File: config.mk
export PLATFORM = sky130hd
export DESIGN_NAME = http_request_head_parser_top
export DESIGN_NICKNAME = d
export VERILOG_FILES = /design/src/hw/rtl/hrhp_pkg.sv /design/src/hw/rtl/http_request_head_parser_top.sv
export SDC_FILE = /design/constraint.sdc
export NUM_CORES = 1
export LEC_CHECK = 0
export BUFFER_PORTS_ARGS = -buffer_cell sky130_fd_sc_hd__buf_2
export CAP_MARGIN = 10
export CORE_UTILIZATION = 40
export CTS_BUF_LIST = sky130_fd_sc_hd__clkbuf_4 sky130_fd_sc_hd__clkbuf_8
export DETAILED_ROUTE_END_ITERATION = 16
export SYNTH_ARGS = -nofsm -noshare
export SYNTH_HDL_FRONTEND = slang
export SYNTH_SLANG_ARGS = --single-unit
File: constraint.sdc
create_clock -name aclk -period 3.38 [get_ports aclk]
set_input_delay 0.507 -clock aclk [delete_from_list [all_inputs] [get_ports aclk]]
set_output_delay 0.507 -clock aclk [all_outputs]
set_load 0.03 [all_outputs]
File: src/hw/rtl/hrhp_pkg.sv
// Package of the HTTP request head parser: word types and result codes.
// No dependencies; used by the top level and the checker.
`timescale 1ns / 1ps

package hrhp_pkg;

    typedef struct packed {
        logic       req_type;
        logic [7:0] data_byte;
    } in_word_t;

    typedef struct packed {
        logic [1:0]  verdict;
        logic [2:0]  byte_role;
        logic        starts_header;
        logic [15:0] version_major;
        logic [15:0] version_minor;
    } out_word_t;

    localparam logic REQ_BYTE    = 1'b0;
    localparam logic REQ_RESTART = 1'b1;

    localparam logic [1:0] VERDICT_MORE = 2'd0;
    localparam logic [1:0] VERDICT_DONE = 2'd1;
    localparam logic [1:0] VERDICT_BAD  = 2'd2;

    localparam logic [2:0] ROLE_NONE   = 3'd0;
    localparam logic [2:0] ROLE_METHOD = 3'd1;
    localparam logic [2:0] ROLE_URI    = 3'd2;
    localparam logic [2:0] ROLE_NAME   = 3'd3;
    localparam logic [2:0] ROLE_VALUE  = 3'd4;

    localparam logic [7:0] CH_HT    = 8'h09;
    localparam logic [7:0] CH_LF    = 8'h0A;
    localparam logic [7:0] CH_CR    = 8'h0D;
    localparam logic [7:0] CH_SP    = 8'h20;
    localparam logic [7:0] CH_DOT   = 8'h2E;
    localparam logic [7:0] CH_SLASH = 8'h2F;
    localparam logic [7:0] CH_COLON = 8'h3A;
    localparam logic [7:0] CH_H     = 8'h48;
    localparam logic [7:0] CH_P     = 8'h50;
    localparam logic [7:0] CH_T     = 8'h54;
    localparam logic [7:0] CH_DEL   = 8'h7F;
    localparam logic [7:0] CH_US    = 8'h1F;

    localparam logic [15:0] VERSION_MAX = 16'hFFFF;

endpackage

File: src/hw/rtl/http_request_head_parser_top.sv
// Top level of the HTTP request head parser: byte-wise request line and header walk.
// Depends on hrhp_pkg for the word types, result codes and character constants.
//
//   channel | direction | ports                      | word
//   s_      | in        | s_valid s_ready s_data     | hrhp_pkg::in_word_t
//   m_      | out       | m_valid m_ready m_data     | hrhp_pkg::out_word_t
//
// One word is taken per cycle while the result is not stalled. A word is held in
// the input register, is judged combinationally against the parse state and lands
// in the result register, from which its result is shown. While a result waits, the
// input register takes a word only when it is empty. Reset is synchronous and
// returns the parser to the start of a request; a stalled result holds its word.
`timescale 1ns / 1ps

module http_request_head_parser_top (
    input  logic                aclk,
    input  logic                aresetn,
    input  logic                s_valid,
    output logic                s_ready,
    input  hrhp_pkg::in_word_t  s_data,
    output logic                m_valid,
    input  logic                m_ready,
    output hrhp_pkg::out_word_t m_data
);

    typedef enum logic [4:0] {
        ST_METHOD_START = 5'd0,
        ST_METHOD       = 5'd1,
        ST_URI          = 5'd2,
        ST_VER_H        = 5'd3,
        ST_VER_T1       = 5'd4,
        ST_VER_T2       = 5'd5,
        ST_VER_P        = 5'd6,
        ST_VER_SLASH    = 5'd7,
        ST_MAJOR_START  = 5'd8,
        ST_MAJOR        = 5'd9,
        ST_MINOR_START  = 5'd10,
        ST_MINOR        = 5'd11,
        ST_LF1          = 5'd12,
        ST_LINE_START   = 5'd13,
        ST_LWS          = 5'd14,
        ST_NAME         = 5'd15,
        ST_SPACE        = 5'd16,
        ST_VALUE        = 5'd17,
        ST_LF2          = 5'd18,
        ST_LF3          = 5'd19
    } state_t;

    function automatic logic is_control(input logic [7:0] b);
        return (b <= hrhp_pkg::CH_US) || (b == hrhp_pkg::CH_DEL);
    endfunction

    function automatic logic is_separator(input logic [7:0] b);
        logic sep;
        case (b)
            "(", ")", "<", ">", "@", ",", ";", ":", "\\", "\"", "/", "[",
            "]", "?", "=", "{", "}", hrhp_pkg::CH_SP, hrhp_pkg::CH_HT: begin
                sep = 1'b1;
            end
            default: begin
                sep = 1'b0;
            end
        endcase
        return sep;
    endfunction

    function automatic logic is_token(input logic [7:0] b);
        return !b[7] && !is_control(b) && !is_separator(b);
    endfunction

    function automatic logic is_digit(input logic [7:0] b);
        return (b >= "0") && (b <= "9");
    endfunction

    // acc * 10 + digit as two shifted adds, saturating at the top of 16 bits.
    function automatic logic [15:0] add_digit(input logic [15:0] acc, input logic [7:0] b);
        logic [19:0] sum;
        sum = ({4'b0, acc} << 3) + ({4'b0, acc} << 1) + {16'b0, b[3:0]};
        return (sum > {4'b0, hrhp_pkg::VERSION_MAX}) ? hrhp_pkg::VERSION_MAX : sum[15:0];
    endfunction

    logic                in_valid_reg;
    hrhp_pkg::in_word_t  in_data_reg;
    logic                m_valid_reg;
    hrhp_pkg::out_word_t m_data_reg;

    state_t      state_reg, state_next;
    logic        header_seen_reg, header_seen_next;
    logic [15:0] major_reg, major_next;
    logic [15:0] minor_reg, minor_next;

    logic [1:0]  verdict;
    logic [2:0]  role;
    logic        starts;
    logic [7:0]  cur_byte;
    logic        advance;

    assign advance  = !m_valid_reg || m_ready;
    assign s_ready  = !in_valid_reg || advance;
    assign m_valid  = m_valid_reg;
    assign m_data   = m_data_reg;
    assign cur_byte = in_data_reg.data_byte;

    always_comb begin
        state_next       = state_reg;
        header_seen_next = header_seen_reg;
        major_next       = major_reg;
        minor_next       = minor_reg;
        verdict          = hrhp_pkg::VERDICT_MORE;
        role             = hrhp_pkg::ROLE_NONE;
        starts           = 1'b0;
        if (in_data_reg.req_type == hrhp_pkg::REQ_RESTART) begin
            state_next       = ST_METHOD_START;
            header_seen_next = 1'b0;
            major_next       = '0;
            minor_next       = '0;
        end else begin
            case (state_reg)
                ST_METHOD_START: begin
                    if (is_token(cur_byte)) begin
                        state_next = ST_METHOD;
                        role       = hrhp_pkg::ROLE_METHOD;
                    end else begin
                        verdict = hrhp_pkg::VERDICT_BAD;
                    end
                end
                ST_METHOD: begin
                    if (cur_byte == hrhp_pkg::CH_SP) begin
                        state_next = ST_URI;
                    end else if (is_token(cur_byte)) begin
                        role = hrhp_pkg::ROLE_METHOD;
                    end else begin
                        verdict = hrhp_pkg::VERDICT_BAD;
                    end
                end
                ST_URI: begin
                    if (cur_byte == hrhp_pkg::CH_SP) begin
                        state_next = ST_VER_H;
                    end else if (is_control(cur_byte)) begin
                        verdict = hrhp_pkg::VERDICT_BAD;
                    end else begin
                        role = hrhp_pkg::ROLE_URI;
                    end
                end
                ST_VER_H: begin
                    if (cur_byte == hrhp_pkg::CH_H) state_next = ST_VER_T1;
                    else verdict = hrhp_pkg::VERDICT_BAD;
                end
                ST_VER_T1: begin
                    if (cur_byte == hrhp_pkg::CH_T) state_next = ST_VER_T2;
                    else verdict = hrhp_pkg::VERDICT_BAD;
                end
                ST_VER_T2: begin
                    if (cur_byte == hrhp_pkg::CH_T) state_next = ST_VER_P;
                    else verdict = hrhp_pkg::VERDICT_BAD;
                end
                ST_VER_P: begin
                    if (cur_byte == hrhp_pkg::CH_P) state_next = ST_VER_SLASH;
                    else verdict = hrhp_pkg::VERDICT_BAD;
                end
                ST_VER_SLASH: begin
                    if (cur_byte == hrhp_pkg::CH_SLASH) begin
                        major_next = '0;
                        minor_next = '0;
                        state_next = ST_MAJOR_START;
                    end else begin
                        verdict = hrhp_pkg::VERDICT_BAD;
                    end
                end
                ST_MAJOR_START: begin
                    if (is_digit(cur_byte)) begin
                        major_next = add_digit(major_reg, cur_byte);
                        state_next = ST_MAJOR;
                    end else begin
                        verdict = hrhp_pkg::VERDICT_BAD;
                    end
                end
                ST_MAJOR: begin
                    if (cur_byte == hrhp_pkg::CH_DOT) begin
                        state_next = ST_MINOR_START;
                    end else if (is_digit(cur_byte)) begin
                        major_next = add_digit(major_reg, cur_byte);
                    end else begin
                        verdict = hrhp_pkg::VERDICT_BAD;
                    end
                end
                ST_MINOR_START: begin
                    if (is_digit(cur_byte)) begin
                        minor_next = add_digit(minor_reg, cur_byte);
                        state_next = ST_MINOR;
                    end else begin
                        verdict = hrhp_pkg::VERDICT_BAD;
                    end
                end
                ST_MINOR: begin
                    if (cur_byte == hrhp_pkg::CH_CR) begin
                        state_next = ST_LF1;
                    end else if (is_digit(cur_byte)) begin
                        minor_next = add_digit(minor_reg, cur_byte);
                    end else begin
                        verdict = hrhp_pkg::VERDICT_BAD;
                    end
                end
                ST_LF1: begin
                    if (cur_byte == hrhp_pkg::CH_LF) state_next = ST_LINE_START;
                    else verdict = hrhp_pkg::VERDICT_BAD;
                end
                ST_LINE_START: begin
                    if (cur_byte == hrhp_pkg::CH_CR) begin
                        state_next = ST_LF3;
                    end else if (header_seen_reg && (cur_byte == hrhp_pkg::CH_SP ||
                                                     cur_byte == hrhp_pkg::CH_HT)) begin
                        state_next = ST_LWS;
                    end else if (is_token(cur_byte)) begin
                        header_seen_next = 1'b1;
                        state_next       = ST_NAME;
                        role             = hrhp_pkg::ROLE_NAME;
                        starts           = 1'b1;
                    end else begin
                        verdict = hrhp_pkg::VERDICT_BAD;
                    end
                end
                ST_LWS: begin
                    if (cur_byte == hrhp_pkg::CH_CR) begin
                        state_next = ST_LF2;
                    end else if (cur_byte == hrhp_pkg::CH_SP || cur_byte == hrhp_pkg::CH_HT) begin
                        state_next = ST_LWS;
                    end else if (is_control(cur_byte)) begin
                        verdict = hrhp_pkg::VERDICT_BAD;
                    end else begin
                        state_next = ST_VALUE;
                        role       = hrhp_pkg::ROLE_VALUE;
                    end
                end
                ST_NAME: begin
                    if (cur_byte == hrhp_pkg::CH_COLON) begin
                        state_next = ST_SPACE;
                    end else if (is_token(cur_byte)) begin
                        role = hrhp_pkg::ROLE_NAME;
                    end else begin
                        verdict = hrhp_pkg::VERDICT_BAD;
                    end
                end
                ST_SPACE: begin
                    if (cur_byte == hrhp_pkg::CH_SP) state_next = ST_VALUE;
                    else verdict = hrhp_pkg::VERDICT_BAD;
                end
                ST_VALUE: begin
                    if (cur_byte == hrhp_pkg::CH_CR) begin
                        state_next = ST_LF2;
                    end else if (is_control(cur_byte)) begin
                        verdict = hrhp_pkg::VERDICT_BAD;
                    end else begin
                        role = hrhp_pkg::ROLE_VALUE;
                    end
                end
                ST_LF2: begin
                    if (cur_byte == hrhp_pkg::CH_LF) state_next = ST_LINE_START;
                    else verdict = hrhp_pkg::VERDICT_BAD;
                end
                ST_LF3: begin
                    if (cur_byte == hrhp_pkg::CH_LF) verdict = hrhp_pkg::VERDICT_DONE;
                    else verdict = hrhp_pkg::VERDICT_BAD;
                end
                default: begin
                    verdict = hrhp_pkg::VERDICT_BAD;
                end
            endcase
        end
    end

    always_ff @(posedge aclk) begin
        if (!aresetn) begin
            in_valid_reg    <= 1'b0;
            m_valid_reg     <= 1'b0;
            state_reg       <= ST_METHOD_START;
            header_seen_reg <= 1'b0;
            major_reg       <= '0;
            minor_reg       <= '0;
        end else begin
            if (s_ready) begin
                in_valid_reg <= s_valid;
            end
            if (advance) begin
                m_valid_reg <= in_valid_reg;
            end
            if (in_valid_reg && advance) begin
                state_reg       <= state_next;
                header_seen_reg <= header_seen_next;
                major_reg       <= major_next;
                minor_reg       <= minor_next;
            end
        end
    end

    always_ff @(posedge aclk) begin
        if (s_valid && s_ready) begin
            in_data_reg <= s_data;
        end
        if (in_valid_reg && advance) begin
            m_data_reg.verdict       <= verdict;
            m_data_reg.byte_role     <= role;
            m_data_reg.starts_header <= starts;
            m_data_reg.version_major <= major_next;
            m_data_reg.version_minor <= minor_next;
        end
    end

endmodule

==> results.sh <==
export IMPL_outcome="finished, violations left"
export IMPL_violations="setup timing"
export IMPL_ys_warn_count=0
export IMPL_ys_ff_latch=87
export IMPL_cap_violations=0
export IMPL_die_width_um=130
export IMPL_drv_slew=0
export IMPL_clock_sinks=87
export IMPL_yosysSeqAreaShare_pct=33.9
export IMPL_ios=53
export IMPL_grt_overflow=0
export IMPL_synth_avg_cell_area_um2=8.58
export IMPL_core_area_um2=15900
export IMPL_pre_cts_ws_ns=-0.229
export IMPL_synth_distinct_cells=73
export IMPL_vias_per_cell=5.81
export IMPL_cp_end_kind="register"
export IMPL_synth_area_um2=6520
export IMPL_drcViolationCount=0
export IMPL_synth_top_area_share_pct=21.7
export IMPL_timing_hold_violations_final=0
export IMPL_wl_per_cell_um=17.6
export IMPL_drt_iter0_markers=385
export IMPL_crit_required_ns=3.53
export IMPL_grt_max_degree=38
export IMPL_postLayoutCoreUtil_pct=50.9
export IMPL_vias=6200
export IMPL_numPortBuffers=52
export IMPL_drtAntennaViolNets=0
export IMPL_relSlewSlack_pct=33.5
export IMPL_grt_pass1_vias=6057
export IMPL_synth_cells=760
export IMPL_dp_hpwl_um=13300
export IMPL_clockBufferDepth=2
export IMPL_grt_pass1_wl_um=30300
export IMPL_clockRootBuffer="clkbuf_8"
export IMPL_drive_gt1_share_pct=26.1
export IMPL_irDropWorstVdd_v=0.000154
export IMPL_period_share_pct=103
export IMPL_syn_num_nets=839
export IMPL_fp_dieH_um=130
export IMPL_rsz0062_at_grt="yes"
export IMPL_critical_path_max_fanout=6
export IMPL_period_minus_slack_ns=3.48
export IMPL_area_delta_synth_final_pct=24.0
export IMPL_p_per_area_nw_per_um2=264
export IMPL_synthArstFlopShare_pct=0
export IMPL_globalRouteTotalUtil_pct=23.1
export IMPL_critical_path_class="register to register"
export IMPL_numCtsBuffers=9
export IMPL_wirelength_um=18800
export IMPL_hp_class="input port to register"
export IMPL_tightestPinTransition_ns=0.994
export IMPL_clk_pin_slew_ns=0.09
export IMPL_cts_tree="yes"
export IMPL_fin_nets=926
export IMPL_fmax_ghz=0.287
export IMPL_clock_skew_ns=0.0157
export IMPL_clk_latency_ns=0.39
export IMPL_largest_reg_flops=38
export IMPL_drt_pass1_iter_count=5
export IMPL_critPathArrivalTime_ns=3.63
export IMPL_rows=46
export IMPL_initial_core_util_pct=41.0
export IMPL_synthFlopType="edfxtp_1"
export IMPL_setup_ws_ns=-0.101
export IMPL_die_area_um2=16800
export IMPL_startpoint_type="register"
export IMPL_yosysTopAreaCell="edfxtp_1"
export IMPL_setup_viol=21
export IMPL_hold_ws_ns=0.292
export IMPL_htree_num_levels=3
export IMPL_gp_congestion=0.947
export IMPL_antenna_cells=0
export IMPL_synth_edf_count=47
export IMPL_antenna_found_initial=0
export IMPL_netlist_top_cells_area="edfxtp_1 (22%), dfxtp_1 (12%), ha_1 (12%)"
export IMPL_p_leak_nw=3.37
export IMPL_p_total_mw=2.13
cells in the final DEF (no fill, tap or decap), drive strengths merged, types with 5 or more instances in the layout:
| master | Yosys | routed |
|---|---|---|
| a211oi | 6 | 6 |
| nor2 | 55 | 55 |
| a21o | 23 | 23 |
| o221ai | 9 | 9 |
| o211ai | 17 | 17 |
| nor2b | 12 | 12 |
| a21oi | 63 | 63 |
| a21boi | 6 | 6 |
| nand3 | 25 | 25 |
| ha | 62 | 62 |
| nor3 | 17 | 17 |
| o21a | 9 | 9 |
| inv | 14 | 13 |
| xnor2 | 14 | 14 |
| nand4 | 9 | 9 |
| or2 | 7 | 7 |
| and2 | 8 | 8 |
| or3 | 5 | 5 |
| edfxtp | 47 | 47 |
| o22ai | 5 | 5 |
| dfxtp | 40 | 40 |
| nand2b | 9 | 9 |
| nand2 | 107 | 107 |
| buf | 15 | 114 |
| clkbuf | 24 | 11 |
| nor4 | 6 | 6 |
| xor2 | 9 | 9 |
| o311ai | 5 | 5 |
| o21ai | 70 | 70 |
| a31oi | 9 | 9 |
layout make-up:
| cell class | count | area [um^2] |
|---|---|---|
| multi-input combinational | 620 | 4510 |
| inverter | 14 | 52.6 |
| timing repair buffer | 115 | 842 |
| clock buffer | 10 | 138 |
| sequential | 87 | 2210 |
| clock inverter | 6 | 60.1 |
| fill | 1529 | 7800 |
| tap | 216 | 270 |
cell families (layout without fill, tap and decap cells):
kind of cell | count (synthesis) | in the layout | share of synthesized area [%]
XOR/XNOR | 23 | 23 | 3.09
buffers and inverters | 53 | 145 | 3.36
multiplexers | 2 | 2 | 0.307
AND/OR/NAND/NOR | 279 | 279 | 20.6
adder cells (fa/ha/maj) | 66 | 66 | 13.1
flip-flops | 87 | 87 | 33.9
AO/OA/AOI/OAI | 250 | 250 | 25.5
power breakdown:
group	switching, mW	internal (mW)	total (mW)
Sequential	0.0180	1.14	1.16
Clock	0.403	0.358	0.761
Combinational	0.148	0.0652	0.213
routing by layer:
layer | global-route usage, % | up-vias | part of all wire [%]
li1 | - | 2999 | -
met1 | 29.8 | 2948 | 45
met2 | 38.3 | 218 | 48
met3 | 3.26 | 35 | 4.6
met4 | 10.1 | 0 | 2.4
met5 | 0 | - | 0
path summary, 6_finish.rpt:
check	from	endpoint	slack, ns	depth (start not counted)
setup / recovery	cur_byte[2]	m_data[21]	-0.10	15
setup reg to reg	cur_byte[2]	m_data[21]	-0.10	15
hold reg to reg	header_seen_reg	header_seen_reg	0.50	2
hold / removal	s_data[0]	cur_byte[0]	0.29	1
Yosys cell counts, types with 3 or more instances:
cell type and count:
o22ai_1 5, o31ai_1 3, xnor2_1 14, a21boi_1 5, nand3_1 25, nor2b_1 12
nand2_1 107, a21oi_1 62, nor2_1 55, o221ai_1 9, o21a_1 9, and3_1 4
a22o_1 3, a21o_1 22, xor2_1 9, nor4_1 5, a211oi_1 3, inv_1 13
fa_1 4, a211oi_2 3, o311ai_1 3, o21ai_0 35, nor3_1 17, dfxtp_1 40
a31oi_1 9, or2_2 7, nand4_1 9, clkbuf_1 23, ha_1 62, nor4b_1 3
o21ai_1 34, nand2b_1 9, or3_1 4, o2111ai_1 4, and2_1 8, buf_2 12
nand3b_1 3, o211ai_1 13, o211ai_2 4, edfxtp_1 47
through the flow:
stage                     cell area (um^2)  instances  TNS [ns]
after floorplan                       6520        760         0
after global placement                7240       1037     -5.12
after detailed placement              7240       1037     -7.67
after CTS                             7830       1064     -1.81
after global routing                  8080       1068     -7.96
final                                 8080       1068     -1.32
critical path, stage by stage (launching register included):
cell and delay [ns]:
edfxtp_1 0.43, buf_6 0.14, ha_4 0.21, ha_4 0.17
fa_2 0.39, a211oi_2 0.28, o211ai_2 0.16, a2111oi_4 0.38
nor3_2 0.10, nand4b_1 0.13, and4_4 0.23, o211ai_4 0.10
buf_6 0.17, buf_12 0.14, o21ai_2 0.13, a21oi_2 0.07
timing repair:
| item | CTS | global route |
|---|---|---|
| buffers inserted | 10 | 3 |
| gates cloned | 1 | 1 |
| pin swaps | 54 | 54 |
| hold buffers | 0 | 0 |
| endpoints found under the setup margin | 61 | 64 |
| gates resized for setup | 78 | 45 |
Power figures use the tool's default switching activity.
